## src/hw/rtl/lap_pkg.sv

```systemverilog
// ----------------------------------------------------------------------------
// lap_pkg
// Shared types, constants and coefficient tables of the linkage angle
// polynomial block.
// ----------------------------------------------------------------------------
package lap_pkg;

  localparam int unsigned POLY_DEGREE = 7;
  localparam int unsigned ANGLE_BITS  = 16;
  localparam int unsigned FRAC_BITS   = 13;
  localparam int unsigned COEF_FRAC   = 28;
  localparam int unsigned OUT_SHIFT   = COEF_FRAC - FRAC_BITS;

  // Both Horner accumulators stay below 2^41 in magnitude for any input.
  localparam int unsigned ACC_W  = 44;
  localparam int unsigned PROD_W = ACC_W + ANGLE_BITS;

  localparam int unsigned CFG_INDEX_W = 8;
  localparam logic [CFG_INDEX_W-1:0] REG_LOWER_LIMIT = 8'd0;
  localparam logic [CFG_INDEX_W-1:0] REG_UPPER_LIMIT = 8'd1;

  localparam logic signed [ANGLE_BITS-1:0] LOWER_RESET = 16'sd0;
  localparam logic signed [ANGLE_BITS-1:0] UPPER_RESET = 16'sd16384;

  typedef logic signed [ACC_W-1:0]      acc_t;
  typedef logic signed [ANGLE_BITS-1:0] angle_t;

  // Radian coefficients in Q.28, constant term first.
  localparam acc_t POLY_COEF [0:POLY_DEGREE] = '{
    44'sd48766, 44'sd247598397, 44'sd76741421, -44'sd64270037,
    -44'sd55451084, 44'sd117559818, -44'sd71640845, 44'sd16190891
  };

  // Derivative coefficients i * a_i; the constant entry is never used.
  localparam acc_t DERIV_COEF [0:POLY_DEGREE] = '{
    44'sd0, 44'sd247598397, 44'sd153482842, -44'sd192810111,
    -44'sd221804336, 44'sd587799090, -44'sd429845070, 44'sd113336237
  };

  // Word handed from one cell of the chain to the next.
  typedef struct packed {
    angle_t x;
    logic   fault;
    acc_t   acc;
    acc_t   dacc;
  } lap_word_t;

endpackage

```

## src/hw/rtl/lap_horner_cell.sv

```systemverilog
// ----------------------------------------------------------------------------
// lap_horner_cell
// One Horner step of the polynomial and, in every cell but the last, of its
// derivative, with its own valid/ready stage register.
// ----------------------------------------------------------------------------
module lap_horner_cell #(
  parameter int unsigned COEF_IDX = 0
) (
  input  logic               clk_i,
  input  logic               rst_ni,
  input  logic               valid_i,
  output logic               ready_o,
  input  lap_pkg::lap_word_t word_i,
  output logic               valid_o,
  input  logic               ready_i,
  output lap_pkg::lap_word_t word_o
);

  localparam logic signed [lap_pkg::PROD_W-1:0] ROUND_HALF =
    lap_pkg::PROD_W'(1) << (lap_pkg::FRAC_BITS - 1);

  logic                                valid_q;
  lap_pkg::lap_word_t                  word_q, word_d;
  logic signed [lap_pkg::PROD_W-1:0]   prod, prod_sh;

  // Product rounded half toward plus infinity, then shifted back to Q.28.
  assign prod    = word_i.acc * word_i.x;
  assign prod_sh = (prod + ROUND_HALF) >>> lap_pkg::FRAC_BITS;

  generate
    if (COEF_IDX >= 1) begin : g_deriv
      logic signed [lap_pkg::PROD_W-1:0] dprod, dprod_sh;
      assign dprod    = word_i.dacc * word_i.x;
      assign dprod_sh = (dprod + ROUND_HALF) >>> lap_pkg::FRAC_BITS;
      assign word_d.dacc = signed'(dprod_sh[lap_pkg::ACC_W-1:0])
                         + lap_pkg::DERIV_COEF[COEF_IDX];
    end else begin : g_pass
      // The derivative has one step fewer; the last cell carries it through.
      assign word_d.dacc = word_i.dacc;
    end
  endgenerate

  assign word_d.x     = word_i.x;
  assign word_d.fault = word_i.fault;
  assign word_d.acc   = signed'(prod_sh[lap_pkg::ACC_W-1:0]) + lap_pkg::POLY_COEF[COEF_IDX];

  assign ready_o = !valid_q || ready_i;

  always_ff @(posedge clk_i or negedge rst_ni) begin
    if (!rst_ni) begin
      valid_q <= 1'b0;
    end else if (ready_o) begin
      valid_q <= valid_i;
    end
  end

  always_ff @(posedge clk_i) begin
    if (ready_o && valid_i) begin
      word_q <= word_d;
    end
  end

  assign valid_o = valid_q;
  assign word_o  = word_q;

endmodule

```

## config.mk

```make
export PLATFORM = sky130hd
export DESIGN_NAME = lap_horner_cell
export DESIGN_NICKNAME = d
export VERILOG_FILES = /design/src/hw/rtl/lap_pkg.sv /design/src/hw/rtl/lap_horner_cell.sv
export SDC_FILE = /design/constraint.sdc
export NUM_CORES = 2
export LEC_CHECK = 0
export ABC_CLOCK_PERIOD_IN_PS = 3700
export BUFFER_PORTS_ARGS = -buffer_cell sky130_fd_sc_hd__buf_2
export CORE_MARGIN = 4
export CORE_UTILIZATION = 52
export CTS_BUF_LIST = sky130_fd_sc_hd__clkbuf_8
export CTS_CLUSTER_SIZE = 16
export DETAILED_ROUTE_END_ITERATION = 12
export PLACE_DENSITY = 0.71
export SYNTH_ARGS = -nofsm -noshare
export SYNTH_HDL_FRONTEND = slang
export SYNTH_SLANG_ARGS = --single-unit
```

## constraint.sdc

```tcl
create_clock -name clk_i -period 3.7 [get_ports clk_i]
set_input_delay 1.11 -clock clk_i [delete_from_list [all_inputs] [get_ports clk_i]]
set_output_delay 1.11 -clock clk_i [all_outputs]
set_load 0.005 [all_outputs]
```

==> out/qor.yml <==
fin_ws_ns: -4.13
cts_buffer_depth: 2
nFillCells: 3728
place_congestion: 0.951
nets: 4654
clock_sinks: 106
dieWidth_um: 240
status: "finished with violations"
fin_setup_tns_ns: -158.85
grt_antenna_before_repair: 0
violations: "setup timing"
dpl.hpwl_mm: 69.8
die_h_um: 240
hold_ws_ns: 0.430
ys.flop_type: "edfxtp_1"
fin_skew_ns: 0.0471
timing.final.crit_period_ns: 7.83
critical_path_class: "in -> reg"
vias: 24614
yosys_warnings: 0
drc: 0
drt_iter0_drc: 1901
maxSlewViolCount: 0
clk_pin_slew_worst_paths_ns: 0.13
critPathMostFrequentCell: "fa_1"
rows: 84
yosysSeqAreaShare_pct: 11.3
arrival_ns: 8.01
syn_area_um2: 28100
syn_avg_cell_area_um2: 9.09
hold_viol_final: 0
core_area_um2: 53000
grt_pass1_wl_mm: 142
synth-seq-cells: 106
fin_cells: 4476
slowest_delay_ns: 0.58
worst_pin_slew_ns: 0.626
io_pins: 216
first_global_vias: 27211
vias_per_cell: 5.50
fmax_mhz: 128
cts_made_buffers: 9
drive_gt1_share_pct: 31.9
portBuffers: 215
final_antenna_net_count: 0
slew_headroom_pct: 58.1
synth_edf_count: 105
cts_tree: "yes"
setup_violations: 44
area_delta_synth_final_pct: 33.3
cp_max_fo: 9
timing.final.crit_share_pct: 212
cts_max_level: 3
cp_slowest_cell: "fa_1"
grt_max_degree: 53
multi_input_area_um2: 23500
async_reset_ff_share_pct: 0.943
postSynthNetCount: 3961
path_buf_inv: 8
initial_utilization_pct: 53.0
cap_violations: 0
dp_cells: 4352
dr.pass1.iters: 7
cp-start-kind: "input port"
crit_path_end_kind: "register"
fin_area_um2: 37400
regArea_um2: 3180
critical_path_required_ns: 3.88
gr-total-overflow: 0
insertion_delay_ns: 0.47
grt.total_usage_pct: 31.7
dpl_cell_area_um2: 33900
wl_mm: 91.7
reg2reg_slack_ns: 2.03
cts_root_buf: "clkbuf_8"
synthCells: 3090
dieArea_um2: 57800
critical-path-top-delay-family: "adder cells"
yosysUniqueCellTypes: 87
n_antenna_cell: 0
rsz0062_at_grt: "true"
hold_path_class: "in -> async"
avgRoutedWirePerCell_um: 20.5
[area by class of cell]
class | instances | share of cell area, %
Multi-Input combinational cell | 2090 | 62.7
Timing Repair Buffer | 826 | 18.4
Sequential cell | 106 | 8.49
Inverter | 750 | 7.52
Tap cell | 688 | 2.30
Clock buffer | 9 | 0.331
Clock inverter | 7 | 0.244
[placed cells by master, fill, tap and decap left out, types with 9 or more instances in the layout]
cell / Yosys / layout
nand3_1: 25 / 14
fa_1: 631 / 608
nor3_2: 1 / 12
buf_2: 14 / 183
nand2_4: 0 / 13
o21ai_2: 2 / 15
xnor2_1: 58 / 44
nor3_1: 30 / 12
nor2_1: 95 / 73
and2_1: 230 / 206
nand2_1: 511 / 471
xor2_1: 25 / 20
o211ai_1: 11 / 11
clkbuf_8: 0 / 9
a21oi_1: 64 / 36
nand4_1: 32 / 32
a21oi_2: 4 / 20
o21ai_0: 36 / 10
nand2_2: 1 / 27
fa_2: 0 / 23
buf_12: 0 / 30
edfxtp_1: 105 / 105
inv_2: 0 / 42
xnor2_2: 0 / 12
buf_16: 0 / 11
ha_1: 131 / 103
inv_1: 749 / 708
buf_6: 0 / 83
ha_4: 0 / 26
nand2b_1: 15 / 14
o21ai_1: 11 / 16
and2_4: 0 / 23
a21o_1: 13 / 13
a21oi_4: 0 / 12
nor2_2: 0 / 16
buf_4: 1 / 504
[flip-flops by register name (all words and copies together) (netlist names)]
| name | cells |
|---|---|
| valid_o | 1 |
| word_o | 105 |
[metal layers]
| layer | global-route usage [%] | up-vias | wire length (um) |
|---|---|---|---|
| li1 | - | 10637 | - |
| met1 | 38.6 | 12306 | 33100 |
| met2 | 52.4 | 1329 | 43800 |
| met3 | 8.29 | 342 | 9040 |
| met4 | 16.2 | 0 | 5710 |
| met5 | 0 | - | 0 |
[timing repair]
item | CTS | global route
endpoints found under the setup margin | 44 | 44
resized for setup | 368 | 183
cloned | 11 | 2
buffers inserted | 88 | 29
hold buffers | 0 | 0
pin swaps | 175 | 101
[final timing paths]
path,cells past startpoint,endpoint,startpoint
max in group asynchronous,1,valid_o$_DFFE_PN0N_,rst_ni
min reg2reg,2,valid_o$_DFFE_PN0N_,valid_o$_DFFE_PN0N_
min,1,valid_o$_DFFE_PN0N_,rst_ni
min in group clk_i,2,valid_o$_DFFE_PN0N_,valid_o$_DFFE_PN0N_
max,28,word_o[84]$_DFFE_PP_,word_i[90]
max reg2reg,3,word_o[86]$_DFFE_PP_,valid_o$_DFFE_PN0N_
[cells by family after synthesis]
logic type                 after synthesis  synth area share, %
and+or+nand+nor                       1017                 17.6
buffers and inverters                  894                 12.0
adders and majority gates              762                 50.8
AOI/OAI and AO/OA                      223                 5.42
DFF                                    106                 11.3
xor gates and xnor gates                83                 2.59
muxes                                    5                0.183
[cell usage after synthesis (all sizes together) (3+ instances only)]
library cell | count | area share (%)
a21oi | 68 | 1.3
mux2i | 4 | 0.14
inv | 749 | 10
nand4 | 33 | 0.76
or2 | 5 | 0.12
nand3b | 3 | 0.080
or3 | 4 | 0.089
nor3 | 32 | 0.63
nand2b | 15 | 0.33
o211ai | 13 | 0.38
a21o | 13 | 0.35
nand3 | 25 | 0.45
a31oi | 10 | 0.25
o21bai | 4 | 0.11
nor2 | 95 | 1.3
a211oi | 15 | 0.52
a221oi | 6 | 0.19
buf | 16 | 0.29
and2 | 230 | 5.1
a221o | 3 | 0.11
a2111oi | 4 | 0.15
nor4b | 6 | 0.35
nor4 | 17 | 0.48
edfxtp | 105 | 11
nand2 | 512 | 6.9
o21ai | 49 | 0.90
clkbuf | 128 | 1.7
o2bb2ai | 3 | 0.094
xnor2 | 58 | 1.8
a22oi | 5 | 0.15
fa | 631 | 45
or4 | 4 | 0.12
xor2 | 25 | 0.78
and3 | 11 | 0.25
nor2b | 5 | 0.11
o21a | 4 | 0.11
and4 | 7 | 0.22
ha | 131 | 5.8
o31ai | 7 | 0.24
nand4b | 4 | 0.12
[stage by stage]
| stage | setup WS, ns | util [%] |
|---|---|---|
| floorplan | -4.21 | - |
| global placement | -5.01 | 64.0 |
| detailed placement | -5.19 | 64.0 |
| CTS | -4.05 | 69.2 |
| global route | -4.27 | 70.7 |
| finish | -4.13 | 70.7 |
[worst register-to-register path, cell delays in order (launching register included)]
cell and delay, ns:
dfrtp_1 0.40, nand2b_1 0.12, and2_4 0.31, buf_4 0.49
Power is left out: the tool's default activity adds up to more than one toggle a clock period on the data nets, which glitch-free logic cannot reach.
