`config.mk`:
```
export PLATFORM = sky130hd
export DESIGN_NAME = lap_out_stage_flat
export DESIGN_NICKNAME = d
export VERILOG_FILES = /design/src/hw/rtl/lap_pkg.sv /design/src/hw/rtl/lap_if.sv /design/src/hw/rtl/lap_out_stage.sv /design/src/flat_wrapper.sv
export SDC_FILE = /design/constraint.sdc
export NUM_CORES = 1
export LEC_CHECK = 0
export ABC_CLOCK_PERIOD_IN_PS = 2500
export BUFFER_PORTS_ARGS = -buffer_cell sky130_fd_sc_hd__clkbuf_2
export CAP_MARGIN = 0
export CORE_UTILIZATION = 25
export DETAILED_ROUTE_END_ITERATION = 7
export PLACE_DENSITY = 0.6
export SLEW_MARGIN = 15
export SYNTH_ARGS = -nofsm -noshare
export SYNTH_HDL_FRONTEND = slang
export SYNTH_SLANG_ARGS = --single-unit
```
`constraint.sdc`:
```
create_clock -name clk_i -period 2.5 [get_ports clk_i]
set_clock_uncertainty 0.15 [all_clocks]
set_input_delay 0.5 -clock clk_i [delete_from_list [all_inputs] [get_ports clk_i]]
set_output_delay 0.5 -clock clk_i [all_outputs]
set_load 0.1 [all_outputs]
```
`src/hw/rtl/lap_pkg.sv`:
```
// ----------------------------------------------------------------------------
// lap_pkg
// Shared types, constants and coefficient tables of the linkage angle
// polynomial block.
// ----------------------------------------------------------------------------
package lap_pkg;

  localparam int unsigned POLY_DEGREE = 7;
  localparam int unsigned ANGLE_BITS  = 16;
  localparam int unsigned FRAC_BITS   = 13;
  localparam int unsigned COEF_FRAC   = 28;
  localparam int unsigned OUT_SHIFT   = COEF_FRAC - FRAC_BITS;

  // Both Horner accumulators stay below 2^41 in magnitude for any input.
  localparam int unsigned ACC_W  = 44;
  localparam int unsigned PROD_W = ACC_W + ANGLE_BITS;

  localparam int unsigned CFG_INDEX_W = 8;
  localparam logic [CFG_INDEX_W-1:0] REG_LOWER_LIMIT = 8'd0;
  localparam logic [CFG_INDEX_W-1:0] REG_UPPER_LIMIT = 8'd1;

  localparam logic signed [ANGLE_BITS-1:0] LOWER_RESET = 16'sd0;
  localparam logic signed [ANGLE_BITS-1:0] UPPER_RESET = 16'sd16384;

  typedef logic signed [ACC_W-1:0]      acc_t;
  typedef logic signed [ANGLE_BITS-1:0] angle_t;

  // Radian coefficients in Q.28, constant term first.
  localparam acc_t POLY_COEF [0:POLY_DEGREE] = '{
    44'sd48766, 44'sd247598397, 44'sd76741421, -44'sd64270037,
    -44'sd55451084, 44'sd117559818, -44'sd71640845, 44'sd16190891
  };

  // Derivative coefficients i * a_i; the constant entry is never used.
  localparam acc_t DERIV_COEF [0:POLY_DEGREE] = '{
    44'sd0, 44'sd247598397, 44'sd153482842, -44'sd192810111,
    -44'sd221804336, 44'sd587799090, -44'sd429845070, 44'sd113336237
  };

  // Word handed from one cell of the chain to the next.
  typedef struct packed {
    angle_t x;
    logic   fault;
    acc_t   acc;
    acc_t   dacc;
  } lap_word_t;

endpackage

```
`src/hw/rtl/lap_if.sv`:
```


interface lap_out_if;
  logic            valid;
  logic            ready;
  lap_pkg::angle_t distal_angle;
  lap_pkg::angle_t speed_ratio_out;
  logic            limit_fault;

  modport source (output valid, output distal_angle, output speed_ratio_out,
                  output limit_fault, input ready);
  modport sink   (input valid, input distal_angle, input speed_ratio_out,
                  input limit_fault, output ready);
endinterface


```
`src/hw/rtl/lap_out_stage.sv`:
```
// ----------------------------------------------------------------------------
// lap_out_stage
// Rounds both accumulators from Q.28 to Q2.13 and saturates them, or zeroes
// them for a faulted word, and holds the result word for the output channel.
// ----------------------------------------------------------------------------
module lap_out_stage (
  input  logic               clk_i,
  input  logic               rst_ni,
  input  logic               valid_i,
  output logic               ready_o,
  input  lap_pkg::lap_word_t word_i,
  lap_out_if.source          out_o
);

  localparam lap_pkg::acc_t ROUND_HALF = lap_pkg::ACC_W'(1) << (lap_pkg::OUT_SHIFT - 1);
  localparam lap_pkg::acc_t SAT_HI =
    lap_pkg::ACC_W'((64'sd1 <<< (lap_pkg::ANGLE_BITS - 1)) - 64'sd1);
  localparam lap_pkg::acc_t SAT_LO = -SAT_HI - lap_pkg::ACC_W'(1);

  function automatic lap_pkg::angle_t to_field(lap_pkg::acc_t v);
    lap_pkg::acc_t r;
    r = (v + ROUND_HALF) >>> lap_pkg::OUT_SHIFT;
    if (r > SAT_HI) begin
      r = SAT_HI;
    end else if (r < SAT_LO) begin
      r = SAT_LO;
    end
    return signed'(r[lap_pkg::ANGLE_BITS-1:0]);
  endfunction

  logic            valid_q;
  lap_pkg::angle_t distal_q, speed_q;
  logic            fault_q;

  assign ready_o = !valid_q || out_o.ready;

  always_ff @(posedge clk_i or negedge rst_ni) begin
    if (!rst_ni) begin
      valid_q <= 1'b0;
    end else if (ready_o) begin
      valid_q <= valid_i;
    end
  end

  always_ff @(posedge clk_i) begin
    if (ready_o && valid_i) begin
      fault_q  <= word_i.fault;
      distal_q <= word_i.fault ? '0 : to_field(word_i.acc);
      speed_q  <= word_i.fault ? '0 : to_field(word_i.dacc);
    end
  end

  assign out_o.valid           = valid_q;
  assign out_o.distal_angle    = distal_q;
  assign out_o.speed_ratio_out = speed_q;
  assign out_o.limit_fault     = fault_q;

endmodule

```
`src/flat_wrapper.sv`:
```
// flat-port wrapper written by rule: the top's interface ports become plain ports
module lap_out_stage_flat 
  (clk_i, rst_ni, valid_i, ready_o, word_i, out_o_valid, out_o_distal_angle, out_o_speed_ratio_out, out_o_limit_fault, out_o_ready);
  lap_out_if out_o_i ();
  input  logic clk_i;
  input  logic rst_ni;
  input  logic valid_i;
  output logic ready_o;
  input  lap_pkg::lap_word_t word_i;
  output wire logic [$bits(out_o_i.valid)-1:0] out_o_valid;
  output wire logic [$bits(out_o_i.distal_angle)-1:0] out_o_distal_angle;
  output wire logic [$bits(out_o_i.speed_ratio_out)-1:0] out_o_speed_ratio_out;
  output wire logic [$bits(out_o_i.limit_fault)-1:0] out_o_limit_fault;
  input wire logic [$bits(out_o_i.ready)-1:0] out_o_ready;
  assign out_o_valid = out_o_i.valid;
  assign out_o_distal_angle = out_o_i.distal_angle;
  assign out_o_speed_ratio_out = out_o_i.speed_ratio_out;
  assign out_o_limit_fault = out_o_i.limit_fault;
  assign out_o_i.ready = out_o_ready;
  lap_out_stage u_core (.clk_i(clk_i), .rst_ni(rst_ni), .valid_i(valid_i), .ready_o(ready_o), .word_i(word_i), .out_o(out_o_i));
endmodule
```
==> impl_metrics.py, run 1 <==
metrics = {
    "logic_synthesis": {
        "synth-edff-count": 33,
        "syn_inst": 278,
        "synth_seq_area_share": 0.377,
        "yosysUniqueCellTypes": 54,
        "synth_seq_cells": 34,
        "yosysTopAreaCell": "edfxtp_1",
        "postSynth.asyncResetShare": 0.0294,
        "synth_area_leaders": "edfxtp_1 37%, xnor2_1 6.5%, xor2_1 6.5%, nand3_1 5.2%, o21ai_0 3.5%",
        "synthFlopType": "edfxtp_1",
        "synth_area_mm2": 0.00269,
        "yosysTopAreaCellShare": 0.368,
        "synth_nets": 389,
        "ys.warnings.count": 0,
        "syn_area_per_cell_um2": 9.69,
    },
    "placed_design": {
        "io_buffer_count": 99,
        "routabilityCongestion": 0.854,
        "dp_hpwl_um": 6120,
        "dpl-instance-area_mm2": 0.00407,
    },
    "status": {
        "status": "finished with violations",
        "violations": "negative setup slack",
    },
    "power": {
        "pwr-share-comb": 0.358,
        "intPower_uw": 1180,
        "vdd_drop_max_uv": 235,
        "cellLeakagePower_uw": 0.00180,
        "p_total_uw": 1850,
        "netSwitchingPower_uw": 670,
        "clkPwrFrac": 0.272,
        "seqPwrFrac": 0.370,
        "swShare": 0.363,
        "power.density_mw_per_mm2": 427,
    },
    "min_path": {
        "hp-class": "input port to flip-flop",
    },
    "floorplanning": {
        "ios": 144,
        "core_mm2": 0.0104,
        "die_w_um": 106,
        "rows": 37,
        "start_util": 0.260,
        "dieArea_mm2": 0.0112,
        "fp.dieH_um": 106,
    },
    "route": {
        "drc": 0,
        "ant_nets": 0,
        "drtPass1Iterations": 4,
        "via_count": 2791,
        "routed_wl_um": 7610,
        "drtIter0Drc": 56,
        "via_per_inst": 4.62,
        "wl_per_cell_um": 12.6,
    },
    "finish": {
        "final_common_cell": "clkbuf_2",
        "antenna_cells": 0,
        "layout-drive-gt1-share": 0.513,
        "final_area_mm2": 0.00433,
        "final_cell_mix": "95 x clkbuf_2, 84 x buf_4, 33 x edfxtp_1",
        "layout.nets": 578,
        "area_growth_pct": 60.7,
    },
    "sta": {
        "slew_viol_final": 0,
        "tightest_slew_ns": 0.772,
        "hold_viol": 0,
        "rsz0062_at_grt": "yes",
        "final.setup.worst_slack_ns": -0.0190,
        "period_needed_ns": 2.52,
        "finalCritPeriodShare": 1.01,
        "setup_viol_count_final": 3,
        "fmax_mhz": 397,
        "relSlewSlack": 0.485,
    },
    "grt": {
        "grt_pass1_vias": 2655,
        "grt_pass1_wl_um": 12100,
        "gr-total-overflow": 0,
        "grt_usage": 0.134,
        "grt_start_max_net_pins": 34,
        "antenna_found_initial": 0,
    },
    "setup_path": {
        "critPathLaunchType": "input port",
        "crit_type": "input port to flip-flop",
        "required_ns": 2.38,
        "end_kind": "flip-flop",
        "cp_max_fo": 15,
        "arrival_ns": 2.40,
    },
    "clocking": {
        "cts_buffers": 5,
        "cts_tree": "yes",
        "clk_latency_ns": 0.28,
        "cts_max_path_buffers": 2,
        "cts-root-buf": "clkbuf_8",
        "cts-htree-levels": 2,
        "cts.clk_slew.worst_paths_ns": 0.07,
        "clock-sinks": 34,
    },
    "flow_run": {
        "cap_violations": 0,
    },
}
==> power groups by stage <==
stage | Combinational [uW] | Sequential, uW | Clock (uW)
6_report | 660 | 684 | 503
5_1_grt | 700 | 687 | 531
4_1_cts | 646 | 685 | 508
3_5_place_dp | 643 | 697 | 0
3_3_place_gp | 639 | 695 | 0
2_1_floorplan | 150 | 955 | 0
==> registers in the layout (all words and copies together), names as in the netlist <==
signal	count
u_core.out_o.speed_ratio_out	16
u_core.out_o.valid	1
u_core.out_o.distal_angle	16
u_core.out_o.limit_fault	1
==> stage by stage <==
step           cells  hold slack [ns]  TNS [ns]  setup slack, ns   util
6_report         604            0.272   -0.0253          -0.0190  0.417
5_1_grt          604            0.280    -0.757          -0.0669  0.417
4_1_cts          598            0.270         0           0.0148  0.404
3_5_place_dp     589            0.132     -7.24           -0.284  0.393
3_3_place_gp     589            0.125     -6.82           -0.271  0.393
2_1_floorplan    278           0.0544    -0.630          -0.0638      -
==> cell families after synthesis <==
logic type               share of synthesized area
AND/OR/NAND/NOR                              0.292
AO/OA/AOI/OAI                                0.154
XOR/XNOR                                     0.130
flip-flops                                   0.377
buffers and inverters                       0.0260
multiplexers                                0.0112
adder cells (fa/ha/maj)                    0.00929
==> metal layers <==
metal  GRT usage  routed length [um]  up-vias
li1            -                   -     1441
met1       0.179                3650     1274
met5           0                   0        -
met3      0.0148                 250        9
met4      0.0526                 113        0
met2       0.220                3590       67
==> worst paths after layout <==
kind / start / end / slack, ns / cells past startpoint
worst min register to register: u_core.out_o.valid / u_core.out_o.valid / 0.39 / 2
max in group asynchronous: rst_ni / u_core.out_o.valid / 1.72 / 2
worst min-delay path: valid_i / u_core.out_o.valid / 0.27 / 2
worst max register to register: u_core.out_o.valid / u_core.out_o.distal_angle[4] / 0.82 / 2
min in group asynchronous: rst_ni / u_core.out_o.valid / 0.38 / 2
worst max-delay path: word_i[80] / u_core.out_o.distal_angle[14] / -0.02 / 9
==> repair_timing <==
item,4_1_cts,5_1_grt
buffers inserted,0,4
endpoints found under the hold margin,1,0
setup endpoints to repair,0,30
gates resized for setup,0,19
hold buffers,1,0
==> layout make-up <==
type | instances | area (um^2)
Sequential cell | 34 | 1020
Timing Repair Buffer | 188 | 1240
Clock buffer | 7 | 76.3
Clock inverter | 1 | 30.0
Inverter | 5 | 18.8
Tap cell | 136 | 170
Fill cell | 1025 | 6040
Multi-Input combinational cell | 233 | 1770
==> worst max-delay path, cell delays in order <==
cell and delay [ns]:
buf_8 0.07, nand4_1 0.15, or4_4 0.56, buf_4 0.16, nor3_2 0.13, a31oi_1 0.15
o41ai_4 0.39, buf_12 0.20, o21ai_1 0.08
==> cells in the mapped netlist, types with 2 or more instances <==
cell type  number
or3_1           4
a2111oi_0       2
nor2_1         16
and3_1          9
o21ai_2        10
ha_1            2
nand2b_1        3
xor2_1         20
nor4_2          3
a31oi_1         3
nor3b_1         5
and2_1          6
nand3b_1        2
nor3_1         10
inv_1           5
nor4_1          2
o21bai_1        3
o21ai_0        19
and4_1          5
o22ai_1         2
clkbuf_1        2
o21ai_1         5
nand2_1        17
edfxtp_1       33
xnor2_1        20
mux2i_1         3
nand4_1         8
buf_6           3
nand4b_1        2
buf_2           2
nor2b_1         2
nand3_1        28
No activity file was read; power rests on OpenSTA's default activity.
==> run 2: changes to the inputs <==
--- a/config.mk
+++ b/config.mk
@@ -5,12 +5,13 @@
 export SDC_FILE = /design/constraint.sdc
 export NUM_CORES = 1
 export LEC_CHECK = 0
+export ABC_AREA = 1
 export ABC_CLOCK_PERIOD_IN_PS = 2500
 export BUFFER_PORTS_ARGS = -buffer_cell sky130_fd_sc_hd__clkbuf_2
 export CAP_MARGIN = 0
 export CORE_UTILIZATION = 25
 export DETAILED_ROUTE_END_ITERATION = 7
-export PLACE_DENSITY = 0.6
+export PLACE_DENSITY = 0.57
 export SLEW_MARGIN = 15
 export SYNTH_ARGS = -nofsm -noshare
 export SYNTH_HDL_FRONTEND = slang
==> run 2 against run 1 <==
- clock-buffer cell count is 1 lower
- largest cell class unchanged
- largest power group is now clock
- die area grew 36%
- sequential share of layout area is 4.5 points lower
- combinational power grew 14%
- clock power is 64% higher
- the run now ends clean
- critical path type unchanged
==> impl_metrics.py, run 2 <==
metrics = {
    "status": {
        "status": "complete, no violations",
    },
    "clocking": {
        "cts_tree": "yes",
        "cts_buffers": 5,
        "cts-root-buf": "clkbuf_16",
        "clock-sinks": 34,
        "cts.clk_slew.worst_paths_ns": 0.05,
        "cts_max_path_buffers": 2,
        "cts-htree-levels": 2,
        "clk_latency_ns": 0.28,
    },
    "route": {
        "via_per_inst": 4.35,
        "drtPass1Iterations": 6,
        "drc": 0,
        "wl_per_cell_um": 11.6,
        "ant_nets": 0,
        "routed_wl_um": 11000,
        "drtIter0Drc": 177,
        "via_count": 4148,
    },
    "sta": {
        "final.setup.worst_slack_ns": 0.148,
        "slew_viol_final": 0,
        "rsz0062_at_grt": "yes",
        "period_needed_ns": 2.35,
        "tightest_slew_ns": 0.581,
        "setup_viol_count_final": 0,
        "fin_setup_tns_ns": 0,
        "hold_viol": 0,
        "finalCritPeriodShare": 0.941,
        "relSlewSlack": 0.614,
        "fmax_mhz": 425,
    },
    "setup_path": {
        "cp_max_fo": 8,
        "critPathLaunch": "word_i[14]",
        "crit_end": "u_core.out_o.speed_ratio_out[7]",
        "reg2reg_depth": 2,
        "arrival_ns": 2.22,
        "crit_type": "input port to flip-flop",
        "r2r-end": "u_core.out_o.speed_ratio_out[4]",
        "end_kind": "flip-flop",
        "rrSetupSlack_ns": 1.04,
        "r2r-start": "u_core.out_o.valid",
        "critPathLaunchType": "input port",
        "required_ns": 2.37,
    },
    "grt": {
        "grt_start_max_net_pins": 34,
        "met1_usage": 0.191,
        "grt_util_met3": 0.0185,
        "grt_pass1_vias": 3832,
        "grt_busiest_layer": "met2",
        "grt_usage": 0.148,
        "grtUsageMet2": 0.256,
        "grt_pass1_wl_um": 17700,
        "gr-total-overflow": 0,
        "antenna_found_initial": 0,
    },
    "logic_synthesis": {
        "yosys.area_share.simple": 0.525,
        "synthFlopType": "edfxtp_1",
        "synth_xor_area_frac": 0.0493,
        "synth_area_leaders": "edfxtp_1 27%, nand2_1 25%, nor2_1 9.5%, inv_1 5.3%, nand3b_1 4.1%",
        "ys.warnings.count": 0,
        "synth_seq_cells": 34,
        "synth_commonest_cells": "242 x nand2_1, 93 x nor2_1, 52 x inv_1",
        "synth_area_mm2": 0.00368,
        "syn_area_per_cell_um2": 6.31,
        "synthAdderAreaFrac": 0.00680,
        "synth-edff-count": 33,
        "synth_seq_area_share": 0.276,
        "synth-compound-area-share": 0.0684,
        "syn_inst": 583,
        "synth_top_family_by_area": "simple AND/OR/NAND/NOR gates",
        "yosysTopAreaCellShare": 0.269,
        "synth_nets": 694,
        "muxShareOfSynthArea": 0,
        "yosysUniqueCellTypes": 37,
        "synth.most_common_cell": "nand2_1",
        "yosysTopAreaCell": "edfxtp_1",
        "postSynth.asyncResetShare": 0.0294,
    },
    "finish": {
        "layout.nets": 883,
        "final_cell_mix": "239 x nand2_1, 99 x clkbuf_2, 86 x nor2_1",
        "antenna_cells": 0,
        "nFillCells": 1536,
        "area_growth_pct": 45.4,
        "layout-drive-gt1-share": 0.336,
        "final_common_cell": "nand2_1",
        "multi_input_area_mm2": 0.00252,
        "regArea_mm2": 0.00102,
    },
    "power": {
        "cellLeakagePower_uw": 0.00258,
        "p_total_uw": 2260,
        "vdd_drop_max_uv": 260,
        "power.density_mw_per_mm2": 423,
    },
    "flow_run": {
        "cap_violations": 0,
    },
    "placed_design": {
        "place_ws_ns": -0.187,
        "io_buffer_count": 99,
        "routabilityCongestion": 0.852,
        "dp_hpwl_um": 9250,
    },
    "floorplanning": {
        "ios": 144,
        "rows": 43,
        "core_mm2": 0.0141,
        "fp.dieH_um": 123,
        "start_util": 0.261,
        "die_w_um": 123,
        "dieArea_mm2": 0.0152,
    },
    "min_path": {
        "hp-class": "input port to flip-flop",
    },
}
==> run 2: cell count changes in the layout (fill, tap and decap cells not counted), moves of 7 or more <==
cell / change
nand2_1: +223
nor2_1: +72
inv_1: +46
nand3b_1: +18
a21oi_1: +16
o21ai_0: -16
xnor2_1: -12
nor2_2: +11
a21oi_2: +10
o21ai_2: -10
xor2_1: -10
and3_1: -8
nor2_4: +7
==> run 2: per-stage QoR <==
| step | instances | hold WS, ns | utilization | instance area (um^2) |
|---|---|---|---|---|
| floorplan | 583 | 0.0544 | - | 3680 |
| global placement | 941 | 0.125 | 0.355 | 5010 |
| detailed placement | 941 | 0.127 | 0.355 | 5010 |
| CTS | 950 | 0.310 | 0.370 | 5220 |
| global route | 953 | 0.323 | 0.379 | 5350 |
| finish | 953 | 0.310 | 0.379 | 5350 |
==> run 2: worst max-delay path, cell delays in order <==
cell and delay (ns):
clkbuf_2 0.13, ha_4 0.16, nand2_2 0.08, nor2_4 0.19, nand2_4 0.10, nor2_4 0.11, nand2_1 0.06, nand2_1 0.06
nand2_1 0.09, nor3_2 0.19, nand2_1 0.11, nor2_4 0.14, nand2_4 0.11, nand2_8 0.12, a21oi_1 0.07
==> run 2: how the worst min path moves through the flow <==
stage	cells after the start	end	slack, ns	start
6_report	3	u_core.out_o.valid	0.31	valid_i
5_1_grt	3	u_core.out_o.valid	0.32	valid_i
4_1_cts	3	u_core.out_o.valid	0.31	valid_i
3_5_place_dp	1	u_core.out_o.valid	0.13	rst_ni
3_3_place_gp	1	u_core.out_o.valid	0.12	rst_ni
2_1_floorplan	0	u_core.out_o.valid	0.05	rst_ni
==> run 2: what timing repair did <==
item	in CTS	in global routing
gates resized for setup	0	27
endpoints found under the setup margin	0	24
endpoints found under the hold margin	1	0
hold buffers	1	0
buffers inserted	0	1
==> run 2: layout make-up <==
cell class / instances / share of cell area
Multi-Input combinational cell: 490 / 0.471
Tap cell: 180 / 0.0421
Timing Repair Buffer: 187 / 0.221
Inverter: 54 / 0.0379
Sequential cell: 34 / 0.190
Clock inverter: 2 / 0.0112
Clock buffer: 6 / 0.0260
==> run 2: logic make-up (layout without fill, tap and decap cells) <==
family          count (synthesis)  in the layout
xor+xnor                       19             19
buf+inv                        61            249
simple gates                  426            428
fa+ha+maj                       2              2
flops                          34             34
compound gates                 41             41
==> run 2: routing by layer <==
metal | vias up | wire length, um | share of wire
met5 | - | 0 | 0
met4 | 0 | 153 | 0.014
met3 | 12 | 496 | 0.045
met2 | 102 | 5230 | 0.47
met1 | 1798 | 5130 | 0.47
li1 | 2236 | - | -
==> run 2: power breakdown <==
part,total [uW],switching (uW),internal [uW]
clock,826,228,598
combinational,753,531,222
sequential,682,11.0,671
total,2260,770,1490
