==> src/hw/rtl/lap_pkg.sv <==
// ----------------------------------------------------------------------------
// lap_pkg
// Shared types, constants and coefficient tables of the linkage angle
// polynomial block.
// ----------------------------------------------------------------------------
package lap_pkg;

  localparam int unsigned POLY_DEGREE = 7;
  localparam int unsigned ANGLE_BITS  = 16;
  localparam int unsigned FRAC_BITS   = 13;
  localparam int unsigned COEF_FRAC   = 28;
  localparam int unsigned OUT_SHIFT   = COEF_FRAC - FRAC_BITS;

  // Both Horner accumulators stay below 2^41 in magnitude for any input.
  localparam int unsigned ACC_W  = 44;
  localparam int unsigned PROD_W = ACC_W + ANGLE_BITS;

  localparam int unsigned CFG_INDEX_W = 8;
  localparam logic [CFG_INDEX_W-1:0] REG_LOWER_LIMIT = 8'd0;
  localparam logic [CFG_INDEX_W-1:0] REG_UPPER_LIMIT = 8'd1;

  localparam logic signed [ANGLE_BITS-1:0] LOWER_RESET = 16'sd0;
  localparam logic signed [ANGLE_BITS-1:0] UPPER_RESET = 16'sd16384;

  typedef logic signed [ACC_W-1:0]      acc_t;
  typedef logic signed [ANGLE_BITS-1:0] angle_t;

  // Radian coefficients in Q.28, constant term first.
  localparam acc_t POLY_COEF [0:POLY_DEGREE] = '{
    44'sd48766, 44'sd247598397, 44'sd76741421, -44'sd64270037,
    -44'sd55451084, 44'sd117559818, -44'sd71640845, 44'sd16190891
  };

  // Derivative coefficients i * a_i; the constant entry is never used.
  localparam acc_t DERIV_COEF [0:POLY_DEGREE] = '{
    44'sd0, 44'sd247598397, 44'sd153482842, -44'sd192810111,
    -44'sd221804336, 44'sd587799090, -44'sd429845070, 44'sd113336237
  };

  // Word handed from one cell of the chain to the next.
  typedef struct packed {
    angle_t x;
    logic   fault;
    acc_t   acc;
    acc_t   dacc;
  } lap_word_t;

endpackage

==> src/hw/rtl/lap_if.sv <==
// ----------------------------------------------------------------------------
// lap_if
// Valid/ready channels of the linkage angle polynomial block: input angle,
// result and configuration write.
// ----------------------------------------------------------------------------
interface lap_in_if;
  logic           valid;
  logic           ready;
  lap_pkg::angle_t proximal_angle;

  modport source (output valid, output proximal_angle, input ready);
  modport sink   (input valid, input proximal_angle, output ready);
endinterface


interface lap_cfg_if;
  logic                               valid;
  logic                               ready;
  logic [lap_pkg::CFG_INDEX_W-1:0]    index;
  logic [lap_pkg::ANGLE_BITS-1:0]     data;

  modport source (output valid, output index, output data, input ready);
  modport sink   (input valid, input index, input data, output ready);
endinterface

==> src/hw/rtl/lap_limit_stage.sv <==
// ----------------------------------------------------------------------------
// lap_limit_stage
// Holds the angle limit registers, checks each incoming angle against them
// and seeds the Horner accumulators with the leading coefficients.
// ----------------------------------------------------------------------------
module lap_limit_stage (
  input  logic               clk_i,
  input  logic               rst_ni,
  lap_cfg_if.sink            cfg_i,
  lap_in_if.sink             in_i,
  output logic               valid_o,
  input  logic               ready_i,
  output lap_pkg::lap_word_t word_o
);

  lap_pkg::angle_t    lower_q, upper_q;
  logic               valid_q;
  lap_pkg::lap_word_t word_q, word_d;
  logic               take;

  assign cfg_i.ready = 1'b1;

  always_ff @(posedge clk_i or negedge rst_ni) begin
    if (!rst_ni) begin
      lower_q <= lap_pkg::LOWER_RESET;
      upper_q <= lap_pkg::UPPER_RESET;
    end else if (cfg_i.valid) begin
      case (cfg_i.index)
        lap_pkg::REG_LOWER_LIMIT: lower_q <= signed'(cfg_i.data);
        lap_pkg::REG_UPPER_LIMIT: upper_q <= signed'(cfg_i.data);
        default: ;
      endcase
    end
  end

  assign in_i.ready = !valid_q || ready_i;
  assign take       = in_i.valid && in_i.ready;

  always_comb begin
    word_d.x     = in_i.proximal_angle;
    word_d.fault = (in_i.proximal_angle < lower_q) || (in_i.proximal_angle > upper_q);
    word_d.acc   = lap_pkg::POLY_COEF[lap_pkg::POLY_DEGREE];
    word_d.dacc  = lap_pkg::DERIV_COEF[lap_pkg::POLY_DEGREE];
  end

  always_ff @(posedge clk_i or negedge rst_ni) begin
    if (!rst_ni) begin
      valid_q <= 1'b0;
    end else if (in_i.ready) begin
      valid_q <= in_i.valid;
    end
  end

  always_ff @(posedge clk_i) begin
    if (take) begin
      word_q <= word_d;
    end
  end

  assign valid_o = valid_q;
  assign word_o  = word_q;

endmodule

==> src/flat_wrapper.sv <==
// flat-port wrapper written by rule: the top's interface ports become plain ports
module lap_limit_stage_flat 
  (clk_i, rst_ni, valid_o, ready_i, word_o, cfg_i_valid, cfg_i_index, cfg_i_data, cfg_i_ready, in_i_valid, in_i_proximal_angle, in_i_ready);
  lap_cfg_if cfg_i_i ();
  lap_in_if in_i_i ();
  input  logic clk_i;
  input  logic rst_ni;
  output logic valid_o;
  input  logic ready_i;
  output lap_pkg::lap_word_t word_o;
  input wire logic [$bits(cfg_i_i.valid)-1:0] cfg_i_valid;
  input wire logic [$bits(cfg_i_i.index)-1:0] cfg_i_index;
  input wire logic [$bits(cfg_i_i.data)-1:0] cfg_i_data;
  output wire logic [$bits(cfg_i_i.ready)-1:0] cfg_i_ready;
  input wire logic [$bits(in_i_i.valid)-1:0] in_i_valid;
  input wire logic [$bits(in_i_i.proximal_angle)-1:0] in_i_proximal_angle;
  output wire logic [$bits(in_i_i.ready)-1:0] in_i_ready;
  assign cfg_i_i.valid = cfg_i_valid;
  assign cfg_i_i.index = cfg_i_index;
  assign cfg_i_i.data = cfg_i_data;
  assign cfg_i_ready = cfg_i_i.ready;
  assign in_i_i.valid = in_i_valid;
  assign in_i_i.proximal_angle = in_i_proximal_angle;
  assign in_i_ready = in_i_i.ready;
  lap_limit_stage u_core (.clk_i(clk_i), .rst_ni(rst_ni), .cfg_i(cfg_i_i), .in_i(in_i_i), .valid_o(valid_o), .ready_i(ready_i), .word_o(word_o));
endmodule
==> config.mk <==
export PLATFORM = sky130hd
export DESIGN_NAME = lap_limit_stage_flat
export DESIGN_NICKNAME = d
export VERILOG_FILES = /design/src/hw/rtl/lap_pkg.sv /design/src/hw/rtl/lap_if.sv /design/src/hw/rtl/lap_limit_stage.sv /design/src/flat_wrapper.sv
export SDC_FILE = /design/constraint.sdc
export NUM_CORES = 1
export LEC_CHECK = 0
export BUFFER_PORTS_ARGS = -buffer_cell sky130_fd_sc_hd__buf_2
export CELL_PAD_IN_SITES_DETAIL_PLACEMENT = 0
export CELL_PAD_IN_SITES_GLOBAL_PLACEMENT = 1
export CORE_ASPECT_RATIO = 0.5
export CORE_MARGIN = 10
export CORE_UTILIZATION = 30
export CTS_BUF_LIST = sky130_fd_sc_hd__clkbuf_8
export DETAILED_ROUTE_END_ITERATION = 8
export GPL_TIMING_DRIVEN = 0
export MAX_ROUTING_LAYER = met4
export PLACE_DENSITY_LB_ADDON = 0.12
export RECOVER_POWER = 100
export SLEW_MARGIN = 10
export SYNTH_ARGS = -nofsm -noshare
export SYNTH_HDL_FRONTEND = slang
export SYNTH_SLANG_ARGS = --single-unit
==> constraint.sdc <==
create_clock -name clk_i -period 3.3 [get_ports clk_i]
set_clock_uncertainty 0.1 [all_clocks]
set_input_delay 0.66 -clock clk_i [delete_from_list [all_inputs] [get_ports clk_i]]
set_output_delay 0.66 -clock clk_i [all_outputs]
set_load 0.005 [all_outputs]
==> flow_summary.ini, run 1 <==
[sta]
fmax_ghz = 0.432
holdWs_ns = 0.402
finalMaxSlewViolations = 34
setup_violations = 0
setup-tns-final_ns = 0
finalWorstPathRequiredPeriod_ns = 2.31
worstMarginPinSlew_ns = 1.94
rsz0062_at_grt = no
min_period_over_period_pct = 70.1
relSlewSlack_pct = -29.6
finalHoldViolCount = 0

[critical_path]
worstReg2RegEnd = u_core.word_o[88]$_DFFE_PP_
path_class = input pin to flop
r2r-start = u_core.upper_q[14]$_DFFE_PN1P_
critPathLaunch = cfg_i_index[1]
end_kind = flop
reg2reg_depth = 7
required_ns = 3.39
worstPathMaxFanout = 10
cp_data_arrival_time_ns = 2.41
r2r_slack_ns = 1.22
cp-start-kind = input pin
crit_path_end = u_core.upper_q[12]$_DFFE_PN0P_

[yosys]
synth-main-ff-cell = dfrtp_1
ys_ff_latch = 50
synth_edf_count = 17
synthXorXnorAreaFrac_pct = 0
syn_area_sq_mm = 0.00327
synth_top_cells_by_area = dfrtp_1 24%, buf_4 20%, edfxtp_1 16%, ha_1 12%, mux2_4 4.6%
ys_seq_area_share_pct = 40.9
synthArstFlopShare_pct = 66.0
yosysWarnings = 0
synth_cell_types = 36
yosysTopAreaCell = dfrtp_1
synthCells = 309
synth_fa_ha_area_share_pct = 11.9
synth_mux_area_share_pct = 7.00
synth_compound_area_share_pct = 7.03
synth_top_family_by_area = buffers and inverters
synth_top_cell_area_share_pct = 24.5
syn_avg_cell_area_sq_um = 10.6
synthSimpleGateAreaFrac_pct = 8.14

[finish]
num-nets-final = 542
antenna_cells = 0
final_cell_count_no_fill = 607
drive_gt1_share_pct = 28.9
syn2layout_area_growth_pct = 24.2

[clock_network]
h-tree-depth = 2
cts_resized = 0
cts_buffers = 5
ctsHoldBuffers = 0
clkTransAtPathRegs_ns = 0.09
clk_latency_ns = 0.30
cts_max_path_buffers = 2
post-cts-setup-buffers = 0
cts_tree = yes
root_buffer = clkbuf_8
cts.sinks = 50

[min_path]
hold_path.startpoint = u_core.upper_q[5]$_DFFE_PN0P_
hold_path.class = flop to flop

[grt]
top_usage_layer = met2
grtUsageMet2_pct = 15.6
overflow = 0
grt_max_degree = 34
grt_usage_pct = 10.4
grt_pass1_vias = 2605
grt_first_pass_wirelength_um = 12900
antenna_found_initial = 0
use_met3_pct = 3.97
grtUsageMet1_pct = 12.9

[drt]
drc = 0
postRouteAntennaNets = 0
first_pass_iters = 4
vias = 2271
vias_per_cell = 3.74
routed_wl_um = 8060
drt_iter0_drc = 47
wl_per_cell_um = 13.3

[run]
cap_violations = 1

[floorplanning]
core_area_sq_mm = 0.0104
die_h_um = 93.9
io_pins = 153
start_util_pct = 31.4
dieArea_sq_mm = 0.0157
chipWidth_um = 168
num_rows = 26

[power_and_ir_drop]
ir_worst_vdd_mv = 0.143
p_leak_uw = 0.00212
power-per-cell-area_mw_per_mm2 = 332

[placement]
gp_congestion = 0.703
dp_hpwl_um = 6720
port_buffers = 63
placedCellCount = 599

[status]
outcome = finished, violations left
violations = capacitance limit, slew limit
cells by family (layout without fill, tap and decap cells):
family | Yosys count | after routing
buffers and inverters | 125 | 196
flip-flops | 50 | 50
other | 2 | 89
adder cells (fa/ha/maj) | 31 | 31
multiplexers | 17 | 17
AO/OA/AOI/OAI | 39 | 39
AND/OR/NAND/NOR | 45 | 45
layer usage:
metal / vias up / wire length, um
met5: - / 0
met2: 96 / 3420
li1: 1171 / -
met4: 0 / 65
met3: 5 / 620
met1: 999 / 3960
state kept, by name (all words and copies together), names as in the netlist:
signal,flops
u_core.valid_o,1
u_core.upper_q,16
u_core.word_o,17
u_core.lower_q,16
stage by stage:
stage / setup WS [ns] / utilization, % / power [uW] / cell area [sq um]
5_1_grt: 0.812 / 39.1 / 1440 / 4070
4_1_cts: 1.19 / 40.2 / 1370 / 4180
3_3_place_gp: 0.832 / 39.3 / 991 / 4090
3_5_place_dp: 0.846 / 39.3 / 994 / 4090
6_report: 0.985 / 39.1 / 1350 / 4070
2_1_floorplan: 1.11 / - / 903 / 3600
synth_stat cells (2+ instances only):
library cell,instances
nand4_1,5
nand3_1,3
edfxtp_1,17
ha_1,31
buf_4,89
nor2b_1,2
dfrtp_1,32
inv_1,32
buf_2,3
nor3_1,3
conb_1,2
a21oi_1,9
mux2_4,10
mux2_2,7
o21ai_0,18
nand2b_1,2
nand2_1,19
nor2_1,3
a21o_1,5
worst max-delay path, cell delays in order:
cell and delay [ns]:
buf_2 0.10, nor4b_1 0.39, nand3_1 0.38, clkbuf_1 0.44, mux2_1 0.43
cell usage in the layout (no fill, tap or decap), types with 2 or more instances in the layout:
| cell | Yosys | routed |
|---|---|---|
| a21o_1 | 5 | 5 |
| a21oi_1 | 9 | 9 |
| buf_2 | 3 | 30 |
| buf_4 | 89 | 89 |
| clkbuf_1 | 0 | 37 |
| clkbuf_8 | 0 | 6 |
| conb_1 | 2 | 89 |
| dfrtp_1 | 32 | 32 |
| edfxtp_1 | 17 | 17 |
| ha_1 | 31 | 31 |
| inv_1 | 32 | 33 |
| mux2_1 | 0 | 9 |
| mux2_2 | 7 | 7 |
| nand2_1 | 19 | 19 |
| nand2b_1 | 2 | 2 |
| nand3_1 | 3 | 4 |
| nand4_1 | 5 | 5 |
| nor2_1 | 3 | 4 |
| nor2b_1 | 2 | 2 |
| nor3_1 | 3 | 3 |
| o21ai_0 | 18 | 18 |
worst min-delay path by stage:
stage          slack, ns                        endpoint  depth (start not counted)
5_1_grt             0.42   u_core.upper_q[5]$_DFFE_PN0P_                          1
4_1_cts             0.36   u_core.lower_q[2]$_DFFE_PN0P_                          1
6_report            0.40   u_core.upper_q[5]$_DFFE_PN0P_                          1
3_5_place_dp        0.39  u_core.upper_q[11]$_DFFE_PN0P_                          1
3_3_place_gp        0.39   u_core.upper_q[4]$_DFFE_PN0P_                          1
2_1_floorplan       0.26   u_core.lower_q[0]$_DFFE_PN0P_                          0
final cells by class:
class                      instances  area [sq um]
multi-input combinational        221          1380
timing repair buffer              63           273
sequential                        50          1340
tap                              140           175
clock buffer                       6          82.6
inverter                          32           120
buffer                            93           684
clock inverter                     2          8.76
fill                            1094          6340
report_power, final:
group	switching (uW)	total, uW	internal [uW]
Combinational	144	284	140
Sequential	11.5	693	682
Clock	205	372	167
Total	360	1350	989
Note: power is estimated with default switching activity, not from simulation.
==> run 2, diff against run 1 <==
--- a/config.mk
+++ b/config.mk
@@ -5,6 +5,7 @@
 export SDC_FILE = /design/constraint.sdc
 export NUM_CORES = 1
 export LEC_CHECK = 0
+export ABC_AREA = 1
 export BUFFER_PORTS_ARGS = -buffer_cell sky130_fd_sc_hd__buf_2
 export CELL_PAD_IN_SITES_DETAIL_PLACEMENT = 0
 export CELL_PAD_IN_SITES_GLOBAL_PLACEMENT = 1
==> constraint.sdc (replaced) <==
create_clock -name clk_i -period 1.9 [get_ports clk_i]
set_clock_uncertainty 0.1 [all_clocks]
set_input_delay 0.38 -clock clk_i [delete_from_list [all_inputs] [get_ports clk_i]]
set_output_delay 0.38 -clock clk_i [all_outputs]
set_load 0.005 [all_outputs]
==> run 2 against run 1 <==
The flow now finishes without violations. Global-route usage is 0.59 points higher. Wire length is 9.0% higher. Power is 75% higher. Critical endpoint is now u_core.word_o[88]$_DFFE_PP_. Count of clock-buffer cells in the layout stayed put. Final area is 5.1% higher. First-iteration DRC count is 21% higher. Non-clock buffer count is 4 higher. Area after synthesis is 3.7% higher. Sequential share of layout area is 1.6 points lower.
==> flow_summary.ini, run 2 <==
[status]
outcome = complete, no violations

[finish]
num-nets-final = 615
final_common_cell = buf_4
final_cell_count_no_fill = 685
drive_gt1_share_pct = 28.1
stdcell_area_sq_mm = 0.00427
largest_reg_flops = 17
layout_common_cells = 90 x buf_4, 89 x conb_1, 67 x nand2_1
antenna_cells = 0
syn2layout_area_growth_pct = 25.8

[power_and_ir_drop]
p_leak_uw = 0.00223
p_seq_share_pct = 50.5
ir_worst_vdd_mv = 0.216
power_switching_uw = 652
power-per-cell-area_mw_per_mm2 = 554
p_clk_share_pct = 27.4
pwr-share-comb_pct = 22.1
p_sw_share_pct = 27.6
p_int_uw = 1710

[yosys]
synth_top_cells_by_area = dfrtp_1 24%, buf_4 20%, edfxtp_1 15%, ha_1 11%, nand2_1 7.5%
ys_seq_area_share_pct = 39.4
synth_cell_types = 22
ys_ff_latch = 50
syn_avg_cell_area_sq_um = 8.94
yosysTopAreaCell = dfrtp_1
yosysWarnings = 0
synth_edf_count = 17
synthCells = 380
synthTopCellsByCount = 91 x buf_4, 68 x nand2_1, 60 x inv_1, 32 x dfrtp_1, 31 x ha_1
synth_top_cell_area_share_pct = 23.6
synthArstFlopShare_pct = 66.0
syn_area_sq_mm = 0.00340
synth-main-ff-cell = dfrtp_1
yosysMostFrequentCell = buf_4

[clock_network]
h-tree-depth = 2
cts.sinks = 50
cts_max_path_buffers = 2
cts_tree = yes
clkTransAtPathRegs_ns = 0.09
clk_latency_ns = 0.31
cts_buffers = 5
root_buffer = clkbuf_8
ctsHoldBuffers = 0

[grt]
grt_pass1_vias = 2574
overflow = 0
top_usage_layer = met1
grt_usage_pct = 11.0
antenna_found_initial = 0
use_met3_pct = 4.70
grt_max_degree = 34
grt_first_pass_wirelength_um = 13300
grtUsageMet2_pct = 14.2
grtUsageMet1_pct = 14.8

[critical_path]
slowest_stage = dfrtp_1
r2r-start = u_core.upper_q[7]$_DFFE_PN0P_
r2r_slack_ns = 0.09
cp_data_arrival_time_ns = 1.77
required_ns = 1.86
end_kind = flop
worstReg2RegEnd = u_core.word_o[88]$_DFFE_PP_
cp-start-kind = flop
path_cells = inv_1 > ha_1 > a21o_1 > nor2_1 > nand3_1 > nand2_1 > nand3_1 > nand3_2 > nand2_1
path_class = flop to flop
critPathLaunch = u_core.upper_q[7]$_DFFE_PN0P_
worstPathMaxFanout = 2
slowest_delay_ns = 0.35
crit_path_end = u_core.word_o[88]$_DFFE_PP_
reg2reg_depth = 9

[min_path]
hold_path.class = input pin to async pin

[floorplanning]
chipWidth_um = 170
start_util_pct = 30.8
core_area_sq_mm = 0.0110
dieArea_sq_mm = 0.0162
die_h_um = 95.2
num_rows = 27
io_pins = 153

[sta]
finalHoldViolCount = 0
worstMarginPinSlew_ns = 0.894
finalMaxSlewViolations = 0
setup_ws_ns = 0.0895
relSlewSlack_pct = 40.4
finalWorstPathRequiredPeriod_ns = 1.81
setup-tns-final_ns = 0
setup_violations = 0
fmax_ghz = 0.552
min_period_over_period_pct = 95.3
holdWs_ns = 0.0797

[drt]
first_pass_iters = 4
postRouteAntennaNets = 0
routed_wl_um = 8780
drc = 0
vias_per_cell = 3.64
drt_iter0_drc = 57
vias = 2496
wl_per_cell_um = 12.8

[placement]
gp_congestion = 0.731
preCtsSetupSlack_ns = -0.105
port_buffers = 63
placedCellCount = 676
dp_hpwl_um = 7220
place_area_sq_mm = 0.00424

[run]
cap_violations = 0
[run 2: repair_timing]
action | 4_1_cts | 5_1_grt
pin swaps | 0 | 7
resized for setup | 1 | 13
gates cloned | 0 | 0
setup endpoints to repair | 1 | 1
setup buffers | 0 | 1
[run 2: per-stage QoR]
step	total power, uW	utilization [%]
6_report	2370	38.8
5_1_grt	2530	38.8
4_1_cts	2400	39.4
3_5_place_dp	1730	38.5
3_3_place_gp	1720	38.3
2_1_floorplan	1570	-
[run 2: cells by family (layout without fill, tap and decap cells)]
logic type                 count (synthesis)  in the layout  share of synthesized area (%)
and+or+nand+nor                           90             90                           11.1
AOI/OAI and AO/OA                         52             52                           9.76
other                                      2             89                          0.221
buffers and inverters                    155            228                           28.1
adders and majority gates                 31             31                           11.4
DFF                                       50             50                           39.4
[run 2: area by class of cell]
class                   instances  area (sq um)
plain buffers                  95           709
clock buffers                   6          82.6
clock inverters                 2          8.76
fillers                      1197          6740
inverters                      60           225
multi-input cells             262          1430
flip-flops and latches         50          1340
well taps                     145           181
repair buffers                 65           300
[run 2: how the worst min path moves through the flow]
stage | startpoint | end | slack [ns] | cells after the start
2_1_floorplan | rst_ni | u_core.lower_q[0]$_DFFE_PN0P_ | -0.02 | 0
3_3_place_gp | u_core.upper_q[14]$_DFFE_PN1P_ | u_core.upper_q[14]$_DFFE_PN1P_ | 0.36 | 2
3_5_place_dp | u_core.lower_q[8]$_DFFE_PN0P_ | u_core.lower_q[8]$_DFFE_PN0P_ | 0.37 | 2
4_1_cts | rst_ni | u_core.lower_q[3]$_DFFE_PN0P_ | 0.08 | 1
5_1_grt | in_i_proximal_angle[0] | u_core.word_o[89]$_DFFE_PP_ | 0.15 | 1
6_report | rst_ni | u_core.lower_q[2]$_DFFE_PN0P_ | 0.08 | 1
[run 2: per-layer routing]
layer	vias to the layer above	share of wire, %
li1	1338	-
met1	1034	52
met2	117	36
met3	7	10
met4	0	1.1
met5	-	0
[run 2: power groups by stage]
stage / Clock [uW] / Combinational (uW) / Sequential (uW)
after floorplan: 0 / 354 / 1220
after global routing: 720 / 607 / 1200
after CTS: 692 / 515 / 1200
final: 649 / 522 / 1200
after global placement: 0 / 504 / 1220
after detailed placement: 0 / 512 / 1220
[run 2: critical path: cells and delay by family (launching register included)]
kind,cells,cell delay [ns]
simple gates,6,0.58
flops,1,0.35
fa+ha+maj,1,0.29
compound gates,1,0.20
buf+inv,1,0.05
